===== src/sv/fgemv_pkg.sv =====
`timescale 1ns / 1ps

package fgemv_pkg;

  // vector store geometry
  localparam int unsigned MAX_LENGTH = 1024;
  localparam int unsigned VEC_AW     = $clog2(MAX_LENGTH);
  localparam int unsigned LEN_W      = VEC_AW + 1;

  // binary32 codes
  localparam logic [31:0] CANON_NAN = 32'h7FC0_0000;
  localparam logic [31:0] EXP_ALL   = 32'h7F80_0000;

  typedef enum logic {
    ActLoad   = 1'b0,
    ActWeight = 1'b1
  } action_e;

  typedef enum logic {
    RegVecLen   = 1'b0,
    RegRowTotal = 1'b1
  } reg_idx_e;

  typedef struct packed {
    logic        action;
    logic [9:0]  x_index;
    logic [31:0] value_bits;
  } in_item_t;

  typedef struct packed {
    logic [31:0] dot_bits;
    logic [9:0]  row_number;
    logic        last_row;
  } out_item_t;

  // row bookkeeping that rides along with a weight through the datapath
  typedef struct packed {
    logic       eor;
    logic [9:0] row;
    logic       last;
  } row_meta_t;

endpackage


===== src/sv/fgemv_fma.sv =====
`timescale 1ns / 1ps

module fgemv_fma (
  input  logic                 clk_i,
  input  logic                 rst_ni,
  input  logic                 v_i,
  input  logic [31:0]          a_i,
  input  logic [31:0]          b_i,
  input  fgemv_pkg::row_meta_t meta_i,
  input  logic [31:0]          c_i,
  output logic                 busy_o,
  output logic                 v_o,
  output logic [31:0]          bits_o,
  output fgemv_pkg::row_meta_t meta_o
);

  localparam logic signed [11:0] SubExp   = -12'sd149;
  localparam logic signed [11:0] ExpBias  = 12'sd150;
  localparam logic signed [11:0] PackBias = 12'sd175;
  localparam logic signed [11:0] SubNet   = 12'sd174;

  typedef struct packed {
    logic nan;
    logic inf;
    logic zero;
    logic sign;
  } pflags_t;

  // leading zero count of a 49-bit word
  function automatic logic [5:0] lzc49(input logic [48:0] v);
    logic [5:0] n;
    n = 6'd49;
    for (int i = 0; i < 49; i++) begin
      if (v[i]) n = 6'(48 - i);
    end
    return n;
  endfunction

  // ---------------- stage 2: classify and multiply
  logic [7:0]         fa, fb;
  logic [23:0]        ma, mb;
  logic signed [11:0] ea, eb;
  logic               anan, bnan, ainf, binf, az, bz;
  pflags_t            pf2_d;

  always_comb begin
    fa   = a_i[30:23];
    fb   = b_i[30:23];
    ma   = (fa == 8'd0) ? {1'b0, a_i[22:0]} : {1'b1, a_i[22:0]};
    mb   = (fb == 8'd0) ? {1'b0, b_i[22:0]} : {1'b1, b_i[22:0]};
    ea   = (fa == 8'd0) ? SubExp : $signed({4'd0, fa}) - ExpBias;
    eb   = (fb == 8'd0) ? SubExp : $signed({4'd0, fb}) - ExpBias;
    anan = a_i[30:0] > fgemv_pkg::EXP_ALL[30:0];
    bnan = b_i[30:0] > fgemv_pkg::EXP_ALL[30:0];
    ainf = a_i[30:0] == fgemv_pkg::EXP_ALL[30:0];
    binf = b_i[30:0] == fgemv_pkg::EXP_ALL[30:0];
    az   = a_i[30:0] == 31'd0;
    bz   = b_i[30:0] == 31'd0;
    pf2_d.nan  = anan | bnan | (ainf & bz) | (binf & az);
    pf2_d.inf  = ainf | binf;
    pf2_d.zero = az | bz;
    pf2_d.sign = a_i[31] ^ b_i[31];
  end

  logic                 v2_q;
  logic [47:0]          pm2_q;
  logic signed [11:0]   pe2_q;
  pflags_t              pf2_q;
  fgemv_pkg::row_meta_t meta2_q;

  always_ff @(posedge clk_i) begin
    pm2_q   <= ma * mb;
    pe2_q   <= ea + eb;
    pf2_q   <= pf2_d;
    meta2_q <= meta_i;
  end

  // ---------------- stage 3: leading zeros of the product
  logic                 v3_q;
  logic [47:0]          pm3_q;
  logic signed [11:0]   pe3_q;
  logic [5:0]           lz3_q;
  pflags_t              pf3_q;
  fgemv_pkg::row_meta_t meta3_q;

  always_ff @(posedge clk_i) begin
    pm3_q   <= pm2_q;
    pe3_q   <= pe2_q;
    lz3_q   <= lzc49({pm2_q, 1'b0});
    pf3_q   <= pf2_q;
    meta3_q <= meta2_q;
  end

  // ---------------- stage 4: normalize the product to bit 47
  logic                 v4_q;
  logic [47:0]          pm4_q;
  logic signed [11:0]   pe4_q;
  pflags_t              pf4_q;
  fgemv_pkg::row_meta_t meta4_q;

  always_ff @(posedge clk_i) begin
    pm4_q   <= pm3_q << lz3_q;
    pe4_q   <= pe3_q - $signed({6'd0, lz3_q});
    pf4_q   <= pf3_q;
    meta4_q <= meta3_q;
  end

  // ---------------- stage 5: read the running sum, special cases, normalize addend
  logic [7:0]         fc;
  logic [23:0]        cmr;
  logic signed [11:0] cer;
  logic [5:0]         lzc_c;
  logic               cnan, cinf, cz;
  logic               spec5_d;
  logic [31:0]        sbits5_d;

  always_comb begin
    fc    = c_i[30:23];
    cmr   = (fc == 8'd0) ? {1'b0, c_i[22:0]} : {1'b1, c_i[22:0]};
    cer   = (fc == 8'd0) ? SubExp : $signed({4'd0, fc}) - ExpBias;
    lzc_c = lzc49({cmr, 25'd0});
    cnan  = c_i[30:0] > fgemv_pkg::EXP_ALL[30:0];
    cinf  = c_i[30:0] == fgemv_pkg::EXP_ALL[30:0];
    cz    = c_i[30:0] == 31'd0;
    spec5_d  = 1'b1;
    sbits5_d = fgemv_pkg::CANON_NAN;
    priority if (pf4_q.nan || cnan) begin
      sbits5_d = fgemv_pkg::CANON_NAN;
    end else if (pf4_q.inf) begin
      sbits5_d = (cinf && (c_i[31] != pf4_q.sign)) ? fgemv_pkg::CANON_NAN
                                                  : {pf4_q.sign, fgemv_pkg::EXP_ALL[30:0]};
    end else if (cinf) begin
      sbits5_d = c_i;
    end else if (pf4_q.zero) begin
      sbits5_d = cz ? {pf4_q.sign & c_i[31], 31'd0} : c_i;
    end else begin
      spec5_d = 1'b0;
    end
  end

  logic                 v5_q;
  logic [47:0]          pm5_q, cm5_q;
  logic signed [11:0]   pe5_q, ce5_q;
  logic                 ps5_q, cs5_q, cz5_q;
  logic                 spec5_q;
  logic [31:0]          sbits5_q;
  fgemv_pkg::row_meta_t meta5_q;

  always_ff @(posedge clk_i) begin
    pm5_q    <= pm4_q;
    pe5_q    <= pe4_q;
    ps5_q    <= pf4_q.sign;
    cm5_q    <= {cmr, 24'd0} << lzc_c;
    ce5_q    <= cer - 12'sd24 - $signed({6'd0, lzc_c});
    cs5_q    <= c_i[31];
    cz5_q    <= cz;
    spec5_q  <= spec5_d;
    sbits5_q <= sbits5_d;
    meta5_q  <= meta4_q;
  end

  // ---------------- stage 6: order operands by magnitude
  logic               pbig;
  logic signed [11:0] dexp;

  always_comb begin
    pbig = cz5_q || (pe5_q > ce5_q) || ((pe5_q == ce5_q) && (pm5_q >= cm5_q));
    dexp = pbig ? (pe5_q - ce5_q) : (ce5_q - pe5_q);
  end

  logic                 v6_q;
  logic [47:0]          big6_q, small6_q;
  logic signed [11:0]   be6_q;
  logic                 bs6_q, sub6_q;
  logic [5:0]           d6_q;
  logic                 spec6_q;
  logic [31:0]          sbits6_q;
  fgemv_pkg::row_meta_t meta6_q;

  always_ff @(posedge clk_i) begin
    big6_q   <= pbig ? pm5_q : cm5_q;
    small6_q <= cz5_q ? 48'd0 : (pbig ? cm5_q : pm5_q);
    be6_q    <= pbig ? pe5_q : ce5_q;
    bs6_q    <= pbig ? ps5_q : cs5_q;
    sub6_q   <= !cz5_q && (ps5_q != cs5_q);
    d6_q     <= (dexp > 12'sd48) ? 6'd48 : dexp[5:0];
    spec6_q  <= spec5_q;
    sbits6_q <= sbits5_q;
    meta6_q  <= meta5_q;
  end

  // ---------------- stage 7: align the smaller operand with sticky
  logic lost6;
  assign lost6 = |(small6_q & ~({48{1'b1}} << d6_q));

  logic                 v7_q;
  logic [47:0]          big7_q, small7_q;
  logic signed [11:0]   be7_q;
  logic                 bs7_q, sub7_q;
  logic                 spec7_q;
  logic [31:0]          sbits7_q;
  fgemv_pkg::row_meta_t meta7_q;

  always_ff @(posedge clk_i) begin
    big7_q   <= big6_q;
    small7_q <= (small6_q >> d6_q) | {47'd0, lost6};
    be7_q    <= be6_q;
    bs7_q    <= bs6_q;
    sub7_q   <= sub6_q;
    spec7_q  <= spec6_q;
    sbits7_q <= sbits6_q;
    meta7_q  <= meta6_q;
  end

  // ---------------- stage 8: add or subtract magnitudes
  logic                 v8_q;
  logic [48:0]          r8_q;
  logic signed [11:0]   be8_q;
  logic                 bs8_q;
  logic                 spec8_q;
  logic [31:0]          sbits8_q;
  fgemv_pkg::row_meta_t meta8_q;

  always_ff @(posedge clk_i) begin
    r8_q     <= sub7_q ? ({1'b0, big7_q} - {1'b0, small7_q})
                       : ({1'b0, big7_q} + {1'b0, small7_q});
    be8_q    <= be7_q;
    bs8_q    <= bs7_q;
    spec8_q  <= spec7_q;
    sbits8_q <= sbits7_q;
    meta8_q  <= meta7_q;
  end

  // ---------------- stage 9: exponent and shift plan for rounding
  logic [5:0]         n8;
  logic signed [11:0] ex8, net8, neg8;
  logic               dir9_d;
  logic [5:0]         lsh9_d, rsh9_d;
  logic [11:0]        base9_d;

  always_comb begin
    n8      = lzc49(r8_q);
    ex8     = be8_q - $signed({6'd0, n8}) + PackBias;
    net8    = be8_q + SubNet;
    neg8    = -net8;
    dir9_d  = 1'b0;
    lsh9_d  = n8;
    rsh9_d  = 6'd0;
    base9_d = 12'd0;
    if (ex8 >= 12'sd1) begin
      base9_d = 12'(ex8 - 12'sd1);
    end else if (net8 >= 12'sd0) begin
      lsh9_d = net8[5:0];
    end else begin
      dir9_d = 1'b1;
      rsh9_d = (neg8 > 12'sd50) ? 6'd50 : neg8[5:0];
    end
  end

  logic                 v9_q;
  logic [48:0]          r9_q;
  logic                 dir9_q;
  logic [5:0]           lsh9_q, rsh9_q;
  logic [11:0]          base9_q;
  logic                 bs9_q;
  logic                 spec9_q;
  logic [31:0]          sbits9_q;
  fgemv_pkg::row_meta_t meta9_q;

  always_ff @(posedge clk_i) begin
    r9_q     <= r8_q;
    dir9_q   <= dir9_d;
    lsh9_q   <= lsh9_d;
    rsh9_q   <= rsh9_d;
    base9_q  <= base9_d;
    bs9_q    <= bs8_q;
    // exact cancellation gives positive zero
    spec9_q  <= spec8_q | (r8_q == 49'd0);
    sbits9_q <= spec8_q ? sbits8_q : 32'd0;
    meta9_q  <= meta8_q;
  end

  // ---------------- final: shift, round to nearest even, pack
  logic [48:0] shifted;
  logic        xst, grd, stk, rup, ovf;
  logic [23:0] qm;
  logic [24:0] q1;
  logic [34:0] mag;

  always_comb begin
    shifted = dir9_q ? (r9_q >> rsh9_q) : (r9_q << lsh9_q);
    xst     = dir9_q & (|(r9_q & ~({49{1'b1}} << rsh9_q)));
    qm      = shifted[48:25];
    grd     = shifted[24];
    stk     = (|shifted[23:0]) | xst;
    rup     = grd & (stk | qm[0]);
    q1      = {1'b0, qm} + {24'd0, rup};
    mag     = {base9_q, 23'd0} + {10'd0, q1};
    ovf     = mag >= {4'd0, fgemv_pkg::EXP_ALL[30:0]};
    if (spec9_q) begin
      bits_o = sbits9_q;
    end else begin
      bits_o = {bs9_q, ovf ? fgemv_pkg::EXP_ALL[30:0] : mag[30:0]};
    end
  end

  assign v_o    = v9_q;
  assign meta_o = meta9_q;
  assign busy_o = v2_q | v3_q | v4_q | v5_q;

  // stage valid bits
  always_ff @(posedge clk_i or negedge rst_ni) begin
    if (!rst_ni) begin
      v2_q <= 1'b0;
      v3_q <= 1'b0;
      v4_q <= 1'b0;
      v5_q <= 1'b0;
      v6_q <= 1'b0;
      v7_q <= 1'b0;
      v8_q <= 1'b0;
      v9_q <= 1'b0;
    end else begin
      v2_q <= v_i;
      v3_q <= v2_q;
      v4_q <= v3_q;
      v5_q <= v4_q;
      v6_q <= v5_q;
      v7_q <= v6_q;
      v8_q <= v7_q;
      v9_q <= v8_q;
    end
  end

endmodule


===== config.mk =====
export PLATFORM = sky130hd
export DESIGN_NAME = fgemv_fma
export DESIGN_NICKNAME = d
export VERILOG_FILES = /design/src/sv/fgemv_pkg.sv /design/src/sv/fgemv_fma.sv
export SDC_FILE = /design/constraint.sdc
export NUM_CORES = 2
export LEC_CHECK = 0
export BUFFER_PORTS_ARGS = -buffer_cell sky130_fd_sc_hd__buf_2
export CORE_MARGIN = 4
export CORE_UTILIZATION = 27
export DETAILED_ROUTE_END_ITERATION = 7
export GPL_TIMING_DRIVEN = 1
export RECOVER_POWER = 100
export SLEW_MARGIN = 5
export SYNTH_ARGS = -nofsm -noshare
export SYNTH_HDL_FRONTEND = slang
export SYNTH_SLANG_ARGS = --single-unit

===== constraint.sdc =====
create_clock -name clk_i -period 7.23 [get_ports clk_i]
set_input_delay 1.446 -clock clk_i [delete_from_list [all_inputs] [get_ports clk_i]]
set_output_delay 1.446 -clock clk_i [all_outputs]
set_load 0.01 [all_outputs]

==> results by group <==
STA
  • Final hold violations: 0
  • Fin worst setup slack: -0.554 ns
  • Final setup skew: 0.0959 ns
  • FMAX: 0.128 GHz
  • Hold WS: 0.268 ns
  • Tmin final: 7.78 ns
  • Tcrit/Tclk final: 108%
  • RSZ-0062 raised after global routing: yes
  • Final number of setup-violating endpoints: 15
  • Worst slew margin: -129%
  • Slew at the pin closest to its max-slew limit: 3.43 ns
  • Fin. max-slew vios: 126

Place
  • Post-DP Area: 68900 um2
  • Post-Place Setup Slack: -1.43 ns
  • RD Place Congestion: 0.961
  • Hpwl dp: 153000 um
  • I/O Buffers: 156

Cells and area
  • Nets: 8000
  • Final Cell Area: 72600 um2
  • Fraction of layout cells with a size suffix above 1: 15.2%
  • Area delta synth->final: 16.6%
  • Util after Layout: 31.6%

Floorplanning
  • Die W: 488 um
  • # IOs: 157
  • Die area: 239000 um2
  • Die H: 488 um
  • Starting density of the core: 27.1%
  • Core ar.: 230000 um2
  • Row cnt: 176

Critical path
  • Setup CP Type: in -> reg
  • Buffer and inverter count on the worst path: 5
  • Worst EP required: 7.81 ns
  • CP Capture Type: flip-flop
  • Cell family with the largest share of critical-path delay: adder cells
  • CP max stage cell: fa_1
  • Worst setup SP type: primary input
  • Critical path fanouts, max: 6
  • Max stage delay on crit path: 0.55 ns
  • Most common cell on crit path: fa_1
  • Critical Path AT: 8.36 ns

Outcome
  • Status: complete, but fails checks
  • Violated checks: capacitance limit, slew limit, setup timing

Drt
  • Avg WL per Cell: 18.3 um
  • DRT iter0 DRCs: 3388
  • Post-Route WL: 187000 um
  • DR vias: 49100
  • Via density: 4.82
  • First-pass DRT Iterations: 5
  • DRC Markers: 0
  • DRT antenna net count: 0

Yosys
  • Simple-Gate Fraction of Synth Area: 15.8%
  • Largest family of logic cells by synthesized area: adder cells
  • Leading area contributor after synthesis: dfxtp_1
  • Post-synth EDFFs: 0
  • Top cell type's share of synthesized area: 29.6%
  • Post-Syn Area per Cell: 9.25 um2
  • Synth Area in Adders: 22.4%
  • Mux contribution to synthesized area: 9.75%
  • Yosys warns: 0
  • Seq/Total Area, Yosys: 29.9%
  • Complex-gate fraction of the synthesized area: 12.3%
  • Syn_nets: 7661
  • Top_reg_cell synth: dfxtp_1
  • Most frequent cell after synthesis: dfxtp_1
  • Cell Area, Synth: 62300 um2
  • Library cells used by synthesis: 105
  • Synth top cells by count: 921 x dfxtp_1, 818 x nand2_1, 657 x inv_1
  • Yosys reg bits: 929
  • Synth top area cells: dfxtp_1 30%, fa_1 16%, ha_1 6.6%, nand2_1 4.9%, mux4_2 4.1%
  • Gate Count Post-Synth: 6734
  • Ys async rst share: 0.861%
  • XOR/XNOR Fraction of Synth Area: 3.42%

Global route
  • GRT Total Usage: 15.3%
  • Grt ovf: 0
  • Largest net degree at the start of global routing: 107
  • First-pass GRT wire length: 291000 um
  • Initial antenna violation count: 5
  • Number of global-route vias before repair: 50500

Clock network
  • Sink Count: 929
  • Root Buffer Master: clkbuf_16
  • Clk buf depth: 3
  • CTS Buf Count: 95
  • Hold-fix buffers at CTS: 0
  • CTS tree: done
  • H-tree depth: 3
  • Clk slew on worst S/H paths: 0.06 ns
  • Worst-skew pair later-pin latency: 0.74 ns

Job
  • Maximum capacitance violations: 2

Worst hold path
  • Hold Path Class: reg -> reg
-- final cells by class --
cell class | count | area (um2)
multi-input cells | 4775 | 40000
well taps | 3026 | 3790
clock inverters | 49 | 669
fillers | 23600 | 157000
flip-flops and latches | 929 | 18700
inverters | 664 | 2490
repair buffers | 608 | 4360
diodes | 1 | 2.50
clock buffers | 130 | 2670
-- path summary, 6_finish.rpt --
path                             startpoint                 to  slack, ns  depth (start not counted)
min                        pe4_q[1]$_DFF_P_   pe5_q[1]$_DFF_P_       0.27                          0
max                                 b_i[23]  pm2_q[44]$_DFF_P_      -0.55                         28
max reg2reg                 r8_q[6]$_DFF_P_  lsh9_q[5]$_DFF_P_       0.86                         24
min in group asynchronous            rst_ni     v7_q$_DFF_PN0_       0.62                          1
max in group asynchronous            rst_ni     v6_q$_DFF_PN0_       6.33                          1
min reg2reg                pe4_q[1]$_DFF_P_   pe5_q[1]$_DFF_P_       0.27                          0
-- cells by family after synthesis --
logic type,count (synthesis)
buf+inv,1030
flops,929
fa+ha+maj,823
simple gates,2086
compound gates,1172
xor+xnor,243
mux,450
other cells,1
-- cell usage in the layout, fill, tap and decap left out, types with 68 or more instances in the layout --
cell type | synthesis | final
clkbuf_16 | 0 | 96
nor3_1 | 82 | 81
a21o_1 | 75 | 75
fa_1 | 489 | 488
buf_2 | 17 | 130
mux2i_1 | 220 | 217
nor2_1 | 454 | 453
ha_1 | 327 | 324
a21oi_1 | 300 | 289
nand2_1 | 818 | 816
mux4_2 | 114 | 114
buf_4 | 5 | 424
mux2_2 | 115 | 113
nand3_1 | 68 | 68
dfxtp_1 | 921 | 910
xor2_1 | 80 | 80
and2_1 | 304 | 279
xnor2_1 | 163 | 160
o22ai_1 | 90 | 89
o21ai_0 | 238 | 234
nor2b_1 | 76 | 76
inv_1 | 657 | 653
-- registers in the layout, indices dropped and copies added (netlist names), 24 cells and up --
signal and cells:
sbits7_q 32, sbits6_q 32, big6_q 48, sbits9_q 32
r9_q 49, sbits8_q 32, pm4_q 48, cm5_q 24
big7_q 48, pm2_q 48, pm3_q 48, r8_q 49
sbits5_q 32, small7_q 48, pm5_q 48, small6_q 48
-- repair_timing --
item / CTS / global route
pin swaps: 31 / 30
gates resized for setup: 36 / 34
buffers inserted: 17 / 12
setup endpoints to repair: 47 / 44
gates cloned: 0 / 2
-- per-layer routing --
metal | vias to the layer above | GRT usage (%) | wire length [um] | part of all wire (%)
li1 | 23300 | - | - | -
met1 | 24000 | 19.8 | 81500 | 44
met2 | 1429 | 26.4 | 89500 | 48
met3 | 301 | 1.94 | 9600 | 5.1
met4 | 0 | 5.18 | 6170 | 3.3
met5 | - | 0 | 0 | 0
-- stage by stage --
stage | setup TNS [ns] | cells
detailed placement | -22.35 | 9977
global route | -9.55 | 10200
finish | -4.89 | 10200
global placement | -24.82 | 9977
floorplan | -7.16 | 6734
CTS | -4.58 | 10200
-- worst reg2reg max path: stages (launching register included) --
cell,delay [ns]
dfxtp_1,0.34
nor2_1,0.18
o31ai_1,0.10
a211oi_1,0.26
o31ai_1,0.12
a211oi_1,0.25
nor3_1,0.08
o31ai_1,0.26
a211oi_1,0.13
o31ai_1,0.35
a31oi_1,0.18
o211ai_1,0.35
ha_1,0.32
ha_1,0.22
fa_1,0.46
a21o_1,0.17
a21oi_1,0.21
xnor2_1,0.13
or3_1,0.40
nor2_1,0.13
nand4b_1,0.14
or3b_2,0.49
o31ai_1,0.29
nand2_1,0.30
mux2_2,0.40
Power is not shown: default switching activity piles up to over one toggle a cycle in this logic, so the estimate is an artifact.
